===== src/rtl/core/rc_pkg.sv =====
// ----------------------------------------------------------------------------
// rc_pkg: shared types and constants of the radix converter
// Register indexes, ASCII codes, base limits, FSM states and the divider
// control and status structs.
// ----------------------------------------------------------------------------
package rc_pkg;

  localparam int unsigned BASE_W  = 5;  // width of a base register
  localparam int unsigned CFG_IDX_W = 1;
  localparam int unsigned REM_W   = 4;  // a remainder is below 16

  localparam logic [CFG_IDX_W-1:0] REG_SOURCE_BASE = 1'b0;
  localparam logic [CFG_IDX_W-1:0] REG_TARGET_BASE = 1'b1;

  localparam logic [BASE_W-1:0] BASE_MIN        = 5'd2;
  localparam logic [BASE_W-1:0] BASE_MAX        = 5'd16;
  localparam logic [BASE_W-1:0] SOURCE_BASE_RST = 5'd10;
  localparam logic [BASE_W-1:0] TARGET_BASE_RST = 5'd16;

  localparam logic [7:0] ASCII_0     = 8'h30;
  localparam logic [7:0] ASCII_9     = 8'h39;
  localparam logic [7:0] ASCII_UA    = 8'h41;
  localparam logic [7:0] ASCII_LA    = 8'h61;
  localparam logic [7:0] ASCII_LZ    = 8'h7a;
  localparam logic [7:0] CASE_OFFSET = 8'h20;
  localparam logic [7:0] LETTER_BASE = 8'd10;

  typedef enum logic [1:0] {
    ST_IDLE,
    ST_DIV,
    ST_RD,
    ST_OUT
  } rc_state_e;

  typedef struct packed {
    logic start;
  } div_ctrl_t;

  typedef struct packed {
    logic busy;
    logic done;
  } div_stat_t;

  // digit value 0..15 to ASCII '0'-'9' / 'A'-'F'
  function automatic logic [6:0] ascii_of(input logic [REM_W-1:0] d);
    logic [7:0] c;
    if (d < REM_W'(LETTER_BASE)) begin
      c = ASCII_0 + 8'(d);
    end else begin
      c = ASCII_UA + 8'(d) - LETTER_BASE;
    end
    return c[6:0];
  endfunction

endpackage


===== src/rtl/core/radix_converter.sv =====
// ----------------------------------------------------------------------------
// radix_converter: ASCII digit string conversion between bases 2..16
// Accumulates incoming digits in the source base and emits the value as
// ASCII digits in the target base, most significant first.
// ----------------------------------------------------------------------------
// A number arrives as ASCII digit beats, most significant first, in
// source_base; tlast marks its final digit. With each accepted beat
// the accumulator becomes value * source_base + digit, wrapping at
// VALUE_WIDTH bits. '0'-'9' are worth their digit, any other code is
// upper-cased (for 'a'-'z') and worth code - 'A' + 10, with no range check.
// On the tlast beat the value is split into target_base digits by a
// bit-serial divider, one full division per digit. Remainders
// go to a small memory, at most MAX_DIGITS of them (the least significant
// ones when the value needs more). The digits then leave most significant
// first, each read from the memory before it is offered, and tlast flags the
// least significant one; zero gives a single '0'. No input is taken from
// the tlast beat until the last output beat is taken. Base writes outside
// 2..16 and writes to unknown indexes are dropped; write only while idle.
// ----------------------------------------------------------------------------
module radix_converter
  import rc_pkg::*;
#(
  parameter int unsigned VALUE_WIDTH = 32,
  parameter int unsigned MAX_DIGITS  = 32
) (
  input  logic                 clk_i,
  input  logic                 rst_ni,
  // configuration write port
  input  logic                 cfg_we_i,
  input  logic [CFG_IDX_W-1:0] cfg_idx_i,
  input  logic [BASE_W-1:0]    cfg_data_i,
  // input digits
  input  logic                 s_axis_tvalid,
  output logic                 s_axis_tready,
  input  logic [7:0]           s_axis_tdata,   // [7:0] digit_char
  input  logic                 s_axis_tlast,   // last_digit
  // output digits
  output logic                 m_axis_tvalid,
  input  logic                 m_axis_tready,
  output logic [7:0]           m_axis_tdata,   // [6:0] out_char, [7] zero
  output logic                 m_axis_tlast    // out_last
);

  localparam int unsigned CNT_W = $clog2(MAX_DIGITS + 1);
  localparam int unsigned IDX_W = $clog2(MAX_DIGITS);

  rc_state_e               state_q, state_d;
  logic [BASE_W-1:0]       src_base_q, tgt_base_q;
  logic [VALUE_WIDTH-1:0]  acc_q, acc_d;
  logic [CNT_W-1:0]        cnt_q, cnt_d;

  logic [VALUE_WIDTH-1:0]  acc_next;
  logic [VALUE_WIDTH-1:0]  worth;
  logic [7:0]              ch;
  logic                    in_beat;

  div_ctrl_t               div_ctrl;
  div_stat_t               div_stat;
  logic [VALUE_WIDTH-1:0]  div_dividend;
  logic [VALUE_WIDTH-1:0]  div_quot;
  logic [REM_W-1:0]        div_rem;

  logic                    st_we, st_re;
  logic [IDX_W-1:0]        st_raddr;
  logic [REM_W-1:0]        st_rdata;

  // --------------------------------------------------------------------------
  // configuration
  // --------------------------------------------------------------------------
  always_ff @(posedge clk_i or negedge rst_ni) begin
    if (!rst_ni) begin
      src_base_q <= SOURCE_BASE_RST;
      tgt_base_q <= TARGET_BASE_RST;
    end else if (cfg_we_i && cfg_data_i >= BASE_MIN && cfg_data_i <= BASE_MAX) begin
      unique case (cfg_idx_i)
        REG_SOURCE_BASE: src_base_q <= cfg_data_i;
        REG_TARGET_BASE: tgt_base_q <= cfg_data_i;
        default: ;
      endcase
    end
  end

  // --------------------------------------------------------------------------
  // digit value and accumulate (narrow base times value)
  // --------------------------------------------------------------------------
  always_comb begin
    ch = s_axis_tdata;
    if (ch >= ASCII_0 && ch <= ASCII_9) begin
      worth = VALUE_WIDTH'(ch - ASCII_0);
    end else begin
      if (ch >= ASCII_LA && ch <= ASCII_LZ) begin
        ch = ch - CASE_OFFSET;
      end
      // non-digits wrap modulo 2^VALUE_WIDTH
      worth = VALUE_WIDTH'(ch) - VALUE_WIDTH'(ASCII_UA) + VALUE_WIDTH'(LETTER_BASE);
    end
    acc_next = acc_q * VALUE_WIDTH'(src_base_q) + worth;
  end

  assign in_beat = s_axis_tvalid && s_axis_tready;

  // --------------------------------------------------------------------------
  // sequencer
  // --------------------------------------------------------------------------
  always_comb begin
    state_d        = state_q;
    acc_d          = acc_q;
    cnt_d          = cnt_q;
    div_ctrl.start = 1'b0;
    div_dividend   = acc_next;
    st_we          = 1'b0;
    st_re          = 1'b0;
    st_raddr       = IDX_W'(cnt_q - 1'b1);
    s_axis_tready  = 1'b0;
    m_axis_tvalid  = 1'b0;
    unique case (state_q)
      ST_IDLE: begin
        s_axis_tready = 1'b1;
        if (in_beat) begin
          if (s_axis_tlast) begin
            acc_d          = '0;
            cnt_d          = '0;
            div_ctrl.start = 1'b1;
            state_d        = ST_DIV;
          end else begin
            acc_d = acc_next;
          end
        end
      end
      ST_DIV: begin
        div_dividend = div_quot;
        if (div_stat.done) begin
          st_we = 1'b1;
          cnt_d = cnt_q + 1'b1;
          // keep dividing while digits remain and the store has room
          if (div_quot != '0 && cnt_q < CNT_W'(MAX_DIGITS - 1)) begin
            div_ctrl.start = 1'b1;
          end else begin
            state_d = ST_RD;
          end
        end
      end
      ST_RD: begin
        st_re   = 1'b1;
        state_d = ST_OUT;
      end
      ST_OUT: begin
        m_axis_tvalid = 1'b1;
        if (m_axis_tready) begin
          cnt_d   = cnt_q - 1'b1;
          state_d = (cnt_q == CNT_W'(1)) ? ST_IDLE : ST_RD;
        end
      end
      default: state_d = ST_IDLE;
    endcase
  end

  always_ff @(posedge clk_i or negedge rst_ni) begin
    if (!rst_ni) begin
      state_q <= ST_IDLE;
      acc_q   <= '0;
      cnt_q   <= '0;
    end else begin
      state_q <= state_d;
      acc_q   <= acc_d;
      cnt_q   <= cnt_d;
    end
  end

  assign m_axis_tdata = {1'b0, ascii_of(st_rdata)};
  assign m_axis_tlast = (cnt_q == CNT_W'(1));

  // --------------------------------------------------------------------------
  // datapath units
  // --------------------------------------------------------------------------
  rc_serial_div #(
    .WIDTH (VALUE_WIDTH)
  ) u_div (
    .clk_i       (clk_i),
    .rst_ni      (rst_ni),
    .ctrl_i      (div_ctrl),
    .dividend_i  (div_dividend),
    .divisor_i   (tgt_base_q),
    .stat_o      (div_stat),
    .quotient_o  (div_quot),
    .remainder_o (div_rem)
  );

  rc_digit_store #(
    .DEPTH (MAX_DIGITS)
  ) u_store (
    .clk_i   (clk_i),
    .we_i    (st_we),
    .waddr_i (cnt_q[IDX_W-1:0]),
    .wdata_i (div_rem),
    .re_i    (st_re),
    .raddr_i (st_raddr),
    .rdata_o (st_rdata)
  );

  // --------------------------------------------------------------------------
  // assertions
  // --------------------------------------------------------------------------
  a_no_overlap: assert property (@(posedge clk_i) disable iff (!rst_ni)
    !(s_axis_tready && m_axis_tvalid))
    else $error("input taken while emitting");

  a_cnt_bound: assert property (@(posedge clk_i) disable iff (!rst_ni)
    cnt_q <= CNT_W'(MAX_DIGITS))
    else $error("digit count beyond store depth");

  a_out_has_digit: assert property (@(posedge clk_i) disable iff (!rst_ni)
    (state_q == ST_OUT || state_q == ST_RD) |-> cnt_q != '0)
    else $error("emission with empty store");

  a_div_only_in_div: assert property (@(posedge clk_i) disable iff (!rst_ni)
    div_stat.busy |-> state_q == ST_DIV)
    else $error("divider running outside conversion");

  a_char_range: assert property (@(posedge clk_i) disable iff (!rst_ni)
    m_axis_tvalid |-> ((m_axis_tdata >= {1'b0, ASCII_0[6:0]} &&
                        m_axis_tdata <= {1'b0, ASCII_9[6:0]}) ||
                       (m_axis_tdata >= {1'b0, ASCII_UA[6:0]} &&
                        m_axis_tdata <= 8'h46)))
    else $error("output character out of range");

endmodule


===== src/rtl/core/rc_serial_div.sv =====
// ----------------------------------------------------------------------------
// rc_serial_div: bit-serial restoring divider
// Divides a WIDTH-bit value by a base of 2..16, one quotient bit per cycle.
// ----------------------------------------------------------------------------
module rc_serial_div
  import rc_pkg::*;
#(
  parameter int unsigned WIDTH = 32
) (
  input  logic                clk_i,
  input  logic                rst_ni,
  input  div_ctrl_t           ctrl_i,
  input  logic [WIDTH-1:0]    dividend_i,
  input  logic [BASE_W-1:0]   divisor_i,
  output div_stat_t           stat_o,
  output logic [WIDTH-1:0]    quotient_o,
  output logic [REM_W-1:0]    remainder_o
);

  localparam int unsigned STEP_W = $clog2(WIDTH);

  logic [WIDTH-1:0]  q_q, q_d;
  logic [REM_W-1:0]  r_q, r_d;
  logic [STEP_W-1:0] step_q, step_d;
  logic              busy_q, busy_d;
  logic              done_q, done_d;
  logic [BASE_W-1:0] trial;

  always_comb begin
    q_d    = q_q;
    r_d    = r_q;
    step_d = step_q;
    busy_d = busy_q;
    done_d = 1'b0;
    trial  = {r_q, q_q[WIDTH-1]};
    if (ctrl_i.start) begin
      q_d    = dividend_i;
      r_d    = '0;
      step_d = STEP_W'(WIDTH - 1);
      busy_d = 1'b1;
    end else if (busy_q) begin
      // shift remainder left, subtract when the trial fits
      if (trial >= divisor_i) begin
        r_d = REM_W'(trial - divisor_i);
        q_d = {q_q[WIDTH-2:0], 1'b1};
      end else begin
        r_d = trial[REM_W-1:0];
        q_d = {q_q[WIDTH-2:0], 1'b0};
      end
      step_d = step_q - 1'b1;
      if (step_q == '0) begin
        busy_d = 1'b0;
        done_d = 1'b1;
      end
    end
  end

  always_ff @(posedge clk_i or negedge rst_ni) begin
    if (!rst_ni) begin
      busy_q <= 1'b0;
      done_q <= 1'b0;
      step_q <= '0;
    end else begin
      busy_q <= busy_d;
      done_q <= done_d;
      step_q <= step_d;
    end
  end

  always_ff @(posedge clk_i) begin
    q_q <= q_d;
    r_q <= r_d;
  end

  assign stat_o.busy  = busy_q;
  assign stat_o.done  = done_q;
  assign quotient_o   = q_q;
  assign remainder_o  = r_q;

endmodule


===== src/rtl/core/rc_digit_store.sv =====
// ----------------------------------------------------------------------------
// rc_digit_store: remainder scratch memory
// One write port, one registered read port.
// ----------------------------------------------------------------------------
module rc_digit_store
  import rc_pkg::*;
#(
  parameter int unsigned DEPTH = 32
) (
  input  logic                     clk_i,
  input  logic                     we_i,
  input  logic [$clog2(DEPTH)-1:0] waddr_i,
  input  logic [REM_W-1:0]         wdata_i,
  input  logic                     re_i,
  input  logic [$clog2(DEPTH)-1:0] raddr_i,
  output logic [REM_W-1:0]         rdata_o
);

  logic [REM_W-1:0] mem [DEPTH];
  logic [REM_W-1:0] rdata_q;

  always_ff @(posedge clk_i) begin
    if (we_i) begin
      mem[waddr_i] <= wdata_i;
    end
  end

  always_ff @(posedge clk_i) begin
    if (re_i) begin
      rdata_q <= mem[raddr_i];
    end
  end

  assign rdata_o = rdata_q;

endmodule


===== config.mk =====
export PLATFORM = sky130hd
export DESIGN_NAME = radix_converter
export DESIGN_NICKNAME = d
export VERILOG_FILES = /design/src/rtl/core/rc_pkg.sv /design/src/rtl/core/radix_converter.sv /design/src/rtl/core/rc_serial_div.sv /design/src/rtl/core/rc_digit_store.sv
export SDC_FILE = /design/constraint.sdc
export NUM_CORES = 1
export LEC_CHECK = 0
export BUFFER_PORTS_ARGS = -buffer_cell sky130_fd_sc_hd__buf_2
export CORE_MARGIN = 1
export CORE_UTILIZATION = 40
export DETAILED_ROUTE_END_ITERATION = 10
export SLEW_MARGIN = 20
export SYNTH_ARGS = -nofsm -noshare
export SYNTH_HDL_FRONTEND = slang
export SYNTH_SLANG_ARGS = --single-unit

===== constraint.sdc =====
create_clock -name clk_i -period 6.85 [get_ports clk_i]
set_clock_uncertainty 0.05 [all_clocks]
set_input_delay 1.37 -clock clk_i [delete_from_list [all_inputs] [get_ports clk_i]]
set_output_delay 1.37 -clock clk_i [all_outputs]
set_load 0.03 [all_outputs]

======== Word-level counts from Yosys, hierarchy flattened ========
Memories as Yosys holds them, arrays and structs flattened. A register that Yosys moved wholly into a read port is not among the register bits.
Cells that the tools add are included.
operators by class
  eq/ne operators ......................... 10
  order comparisons ....................... 9
  add/subtract/negate cells ............... 12
  bitwise logic cells ..................... 1
  $mul .................................... 1
  reductions and logical operators ........ 17
  muxes and demuxes ....................... 42
operators with widths
  cell                                                                    number
  32-bit two-way mux                                                      5
  32-bit adder                                                            1
  32-bit by 5-bit multiplier with 32-bit output                           1
  32-bit nonzero test                                                     1
  6-bit two-way mux                                                       4
  1-bit two-way mux                                                       18
  6-bit one-hot mux with 3 select lines                                   1
  8-bit two-way mux                                                       2
  2-bit two-way mux                                                       6
  9-bit by 5-bit adder with 10-bit output (second input constant)         1
  5-bit two-way mux                                                       2
  2-bit inequality test (second input constant)                           5
  5-bit AND reduction                                                     2
  8-bit by 6-bit subtractor with 9-bit output (second input constant)     1
  8-bit by 7-bit subtractor with 9-bit output (second input constant)     1
  8-bit by 6-bit >= comparator with 1-bit output (second input constant)  1
  8-bit by 7-bit >= comparator with 1-bit output (second input constant)  1
  8-bit by 6-bit <= comparator with 1-bit output (second input constant)  1
  8-bit by 7-bit <= comparator with 1-bit output (second input constant)  1
  2-bit one-hot mux with 4 select lines                                   1
  2-bit AND reduction                                                     4
  8-bit by 6-bit subtractor with 8-bit output (second input constant)     1
  6-bit by 4-bit adder with 7-bit output (first input constant)           1
  7-bit by 4-bit adder with 7-bit output (first input constant)           1
  other kinds (23)                                                        29
word-level totals
  output and inout bits ................... 11
  logic and storage cells ................. 103
  memory bits (writable) .................. 128
  memories ................................ 1
  register bits after elaboration ......... 93
  bits of input ports ..................... 20
memory list
  memory       depth  width  rd ports  clocked after memory_dff  write ports  line                  text
  u_store.mem  32     4      1         1                         1            rc_digit_store.sv:19  logic [REM_W-1:0] mem [DEPTH];

======== Longest topological paths before layout ========
  word-level depth ........................ 10
  mapped depth ............................ 25

======== Hierarchy ========
From an unflattened synthesis, not the netlist that was laid out.
second synthesis, totals
  cells, all modules ...................... 1341
  area total of the unflattened synthesis .. 15428.5 µm²
by module, submodules not included
  module           instances  area each (µm²)  cells an instance  seq. area each (µm²)
  radix_converter  1          8165.3           962                1255.0
  rc_digit_store   1          5178.7           231                3963.8
  rc_serial_div    1          2084.5           148                1216.2

======== Worst setup path before layout ========
OpenSTA, ideal clock, no wires.
  path type ............................... input -> register
  start ................................... in s_axis_tdata[0]
  end ..................................... reg u_div.q_q[29], in the netlist u_div.quotient_o[29] (data pin)
  stages on the path ...................... 24
  library setup time ...................... 260 ps
  arrival ................................. 8140 ps
  setup slack ............................. -1600 ps
  cells stage by stage .................... inv_1 ha_1 or4b_1 a21o_1 a41o_1 nor3b_2 a21o_1 o21ai_0 o21ai_0 inv_1 fa_1 fa_1 fa_1 inv_1 ha_1 clkbuf_1 a2111oi_0 o21ai_0 a21boi_0 o21ai_0 nor3_1 a21oi_1 xnor2_1 mux2_2
between the ends
  cells in the longest elaborated chain, start to end .. 10
  elaborated cells on any way between the ends .. 16
  classes of those cells .................. 5 x add/sub; 4 x order compare; 5 x mux; 2 x reduce/logical
RTL lines
  item                                                                                                                     line                    text
  start, declared                                                                                                          radix_converter.sv:35   input logic [7:0] s_axis_tdata,
  8-bit by 7-bit >= comparator with 1-bit output / 8-bit by 7-bit <= comparator with 1-bit output (equally long branches)  radix_converter.sv:91   if (ch >= ASCII_LA && ch <= ASCII_LZ) begin
  1-bit logical AND                                                                                                        radix_converter.sv:91
  8-bit two-way mux                                                                                                        radix_converter.sv:91
  8-bit two-way mux                                                                                                        radix_converter.sv:88   if (ch >= ASCII_0 && ch <= ASCII_9) begin
  8-bit by 7-bit subtractor with 9-bit output                                                                              radix_converter.sv:95   worth = VALUE_WIDTH'(ch) - VALUE_WIDTH'(ASCII_UA) + VALUE_WIDTH'(LETTER_BASE);
  9-bit by 5-bit adder with 10-bit output                                                                                  radix_converter.sv:95
  32-bit two-way mux *                                                                                                     radix_converter.sv:88
  32-bit adder *                                                                                                           radix_converter.sv:97   acc_next = acc_q * VALUE_WIDTH'(src_base_q) + worth;
  32-bit two-way mux *                                                                                                     radix_converter.sv:116  unique case (state_q)
  32-bit two-way mux *                                                                                                     rc_serial_div.sv:36     if (ctrl_i.start) begin
  via u_div.q_d[29]                                                                                                        rc_serial_div.sv:22     logic [WIDTH-1:0] q_q, q_d;
  end signal, assigned                                                                                                     rc_serial_div.sv:71     q_q <= q_d;
  end, declared                                                                                                            rc_serial_div.sv:22
Mark *: on every way through the listed nets, which the timed path passes. The rest lies on a longest branch. The select of a mux whose other input is x is not followed.
A chain may end at the register's enable or synchronous reset.

======== Final worst setup path ========
  start ................................... in s_axis_tdata[1]
  end ..................................... reg u_div.q_q[24], in the netlist u_div.quotient_o[24] (data pin)
Same word-level chain as after synthesis.

==> results.sh <==
export IMPL_die_area_um2=38600
export IMPL_htreeDepth=1
export IMPL_max_cap_violations=0
export IMPL_drv_slew=0
export IMPL_clkTransAtPathRegs_ps=60
export IMPL_grt_usage_pct=19.5
export IMPL_postRouteAntennaNets=0
export IMPL_finalHoldViolCount=0
export IMPL_cts_root_buf="clkbuf_16"
export IMPL_endpoint_kind="flip-flop"
export IMPL_syn_to_final_growth_pct=20.7
export IMPL_synthFlopType="edfxtp_1"
export IMPL_fp_row_count=70
export IMPL_syn_nets=1504
export IMPL_start_util_pct=41.0
export IMPL_crit_type="input port to flip-flop"
export IMPL_die_h_um=196
export IMPL_dp_cells=1940
export IMPL_cts_hold_buf=0
export IMPL_async_flop_share_pct=25.3
export IMPL_vias=10500
export IMPL_yosysMostFrequentCell="nand2_1"
export IMPL_antenna_found_initial=0
export IMPL_worstPathRequired_ps=7070
export IMPL_synth_edff_count=164
export IMPL_finalCritPeriodShare_pct=98.3
export IMPL_via_per_inst=5.28
export IMPL_drt_wl_total_mm=37.0
export IMPL_cts_buffer_depth=3
export IMPL_coreArea_um2=36900
export IMPL_drt_iter0_drc=552
export IMPL_tightest_slew_ps=927
export IMPL_avgSynthCellArea_um2=11.5
export IMPL_synth_cell_types=75
export IMPL_drive_gt1_share_pct=25.3
export IMPL_first_global_vias=10800
export IMPL_synth_top_cell_area_share_pct=32.6
export IMPL_fmax_mhz=148
export IMPL_final_nets=1664
export IMPL_synthCells=1314
export IMPL_ys_seq_area_share_pct=42.6
export IMPL_globalplace_congestion=0.860
export IMPL_antenna_cells=0
export IMPL_cts_tree="built"
export IMPL_synth_area_um2=15100
export IMPL_firstDrtPassIters=5
export IMPL_die_w_um=196
export IMPL_clk_latency_ps=540
export IMPL_io_pins=31
export IMPL_drc=0
export IMPL_clock_sinks=225
export IMPL_synth_warnings=0
export IMPL_synth_seq_cells=225
export IMPL_slew_headroom_pct=37.8
export IMPL_cts_buffers=25
export IMPL_grt_ovfl_total=0
export IMPL_grt_max_degree=58
export IMPL_synth_top_area_cell="edfxtp_1"
export IMPL_min_period_ps=6740
export IMPL_crit_fanout=7
export IMPL_cp_start_kind="input port"
export IMPL_grt_pass1_wl_mm=59.5
export IMPL_min_path_type="flip-flop to flip-flop"
export IMPL_crit_arrival_ps=6960
export IMPL_placement_io_buffers=29
export IMPL_finalSetupViolations=0
export IMPL_status="completed"
export IMPL_synthTopCellsByCount="nand2_1, edfxtp_1, fa_1, inv_1, nor2_1"
export IMPL_dp_hpwl_mm=26.8
export IMPL_post_drt_wl_per_cell_um=18.5
export IMPL_netlist_top_cells_area="edfxtp_1, fa_1, dfrtp_1"
export IMPL_fin_cells=1997
[metrics by stage]
step	cell area [um2]	TNS, ps	util [%]	setup WS (ps)	hold slack, ps
CTS	17900	0	48.7	54.4	460
global placement	17100	-9620	46.5	-417	441
floorplan	15400	-1770	-	-265	422
global route	18200	-281	49.4	-59.7	476
finish	18200	0	49.4	114	456
detailed placement	17100	-11670	46.5	-462	441
[worst paths after layout]
check                      slack [ps]  depth (start not counted)                       from                             end
min                               460                          1  tgt_base_q[2]$_DFFE_PN0P_       tgt_base_q[2]$_DFFE_PN0P_
max                               110                         26            s_axis_tdata[1]  u_div.quotient_o[24]$_DFFE_PP_
min reg2reg                       460                          1  tgt_base_q[2]$_DFFE_PN0P_       tgt_base_q[2]$_DFFE_PN0P_
min in group asynchronous         920                          2                     rst_ni           acc_q[22]$_DFFE_PN0P_
max in group asynchronous        5200                          2                     rst_ni            cnt_q[0]$_DFFE_PN0P_
max reg2reg                      1730                         16  src_base_q[3]$_DFFE_PN1P_  u_div.quotient_o[24]$_DFFE_PP_
[final cells by class]
cell class	count	area (um2)
multi-input cells	924	8520
repair buffers	187	1400
well taps	504	631
fillers	3306	18600
clock buffers	38	724
clock inverters	8	83.8
flip-flops and latches	225	6440
inverters	111	433
[layer usage]
metal  part of all wire, %  vias to the layer above  GRT usage, %
li1                      -                     4920             -
met5                     0                        -             0
met3                   3.9                       37          2.21
met1                    45                     5399          26.6
met2                    50                      183          33.8
met4                   1.3                        0          3.44
[cell usage in the layout (no fill, tap or decap), types with 5 or more instances in the layout]
cell type    n
clkbuf_8     5
a21oi_1     29
nor4_1       9
ha_4        15
and2_1      31
a21o_1      15
fa_1       112
xnor2_1     29
buf_4      154
o31ai_1     11
xor2_1      15
o21ai_0     34
nand4_1      5
nand3b_1     5
nand2b_1     9
edfxtp_1   164
a31oi_1      7
clkbuf_1     8
inv_1      105
buf_12       5
nor2_1      73
buf_2       27
mux4_2      40
nand3_1      9
o21ai_1      7
a22o_1      24
o21ai_2      6
dfrtp_1     53
clkbuf_16   25
mux2i_1      6
ha_1        39
mux2_2      24
nand2_1    238
a21oi_2      9
o21a_1      11
nor3_1      12
[flip-flops by register name, indices dropped and copies added (netlist names)]
register and flops:
state_q 2, u_store.mem 128, u_div.quotient_o 32, src_base_q 5
u_div.remainder_o 4, acc_q 32, u_div.busy_q 1, u_div.step_q 5
u_div.done_q 1, tgt_base_q 5, u_store.rdata_o 4, cnt_q 6
[logic make-up after synthesis]
family          after synthesis  synth area share, %
compound gates              209                 9.65
xor+xnor                     49                 3.02
fa+ha+maj                   170                 19.7
buf+inv                     165                 4.26
flops                       225                 42.6
mux                          72                 8.32
other cells                   1               0.0248
simple gates                423                 12.4
[worst max-delay path: stages]
cell        delay (ps)
buf_12              90
inv_12              30
ha_4               150
or4b_4             560
a21o_1             250
a41o_1             250
nor3b_2            200
a21o_1             150
o21ai_2             80
o21ai_4             90
clkinvlp_4         140
buf_12             160
buf_12             140
fa_1               510
fa_1               440
fa_1               500
inv_1               70
ha_4               230
and3_4             160
and3_1             200
a311oi_2           330
buf_4              200
a21oi_2             80
o211ai_1           280
and3b_1            230
o31ai_1             70
[repair_timing]
| action | in CTS | in global routing |
|---|---|---|
| buffers inserted | 0 | 12 |
| gates resized for setup | 0 | 44 |
| setup endpoints to repair | 0 | 25 |
Power is not shown: default switching activity piles up to over one toggle a cycle in this logic, so the estimate is an artifact.
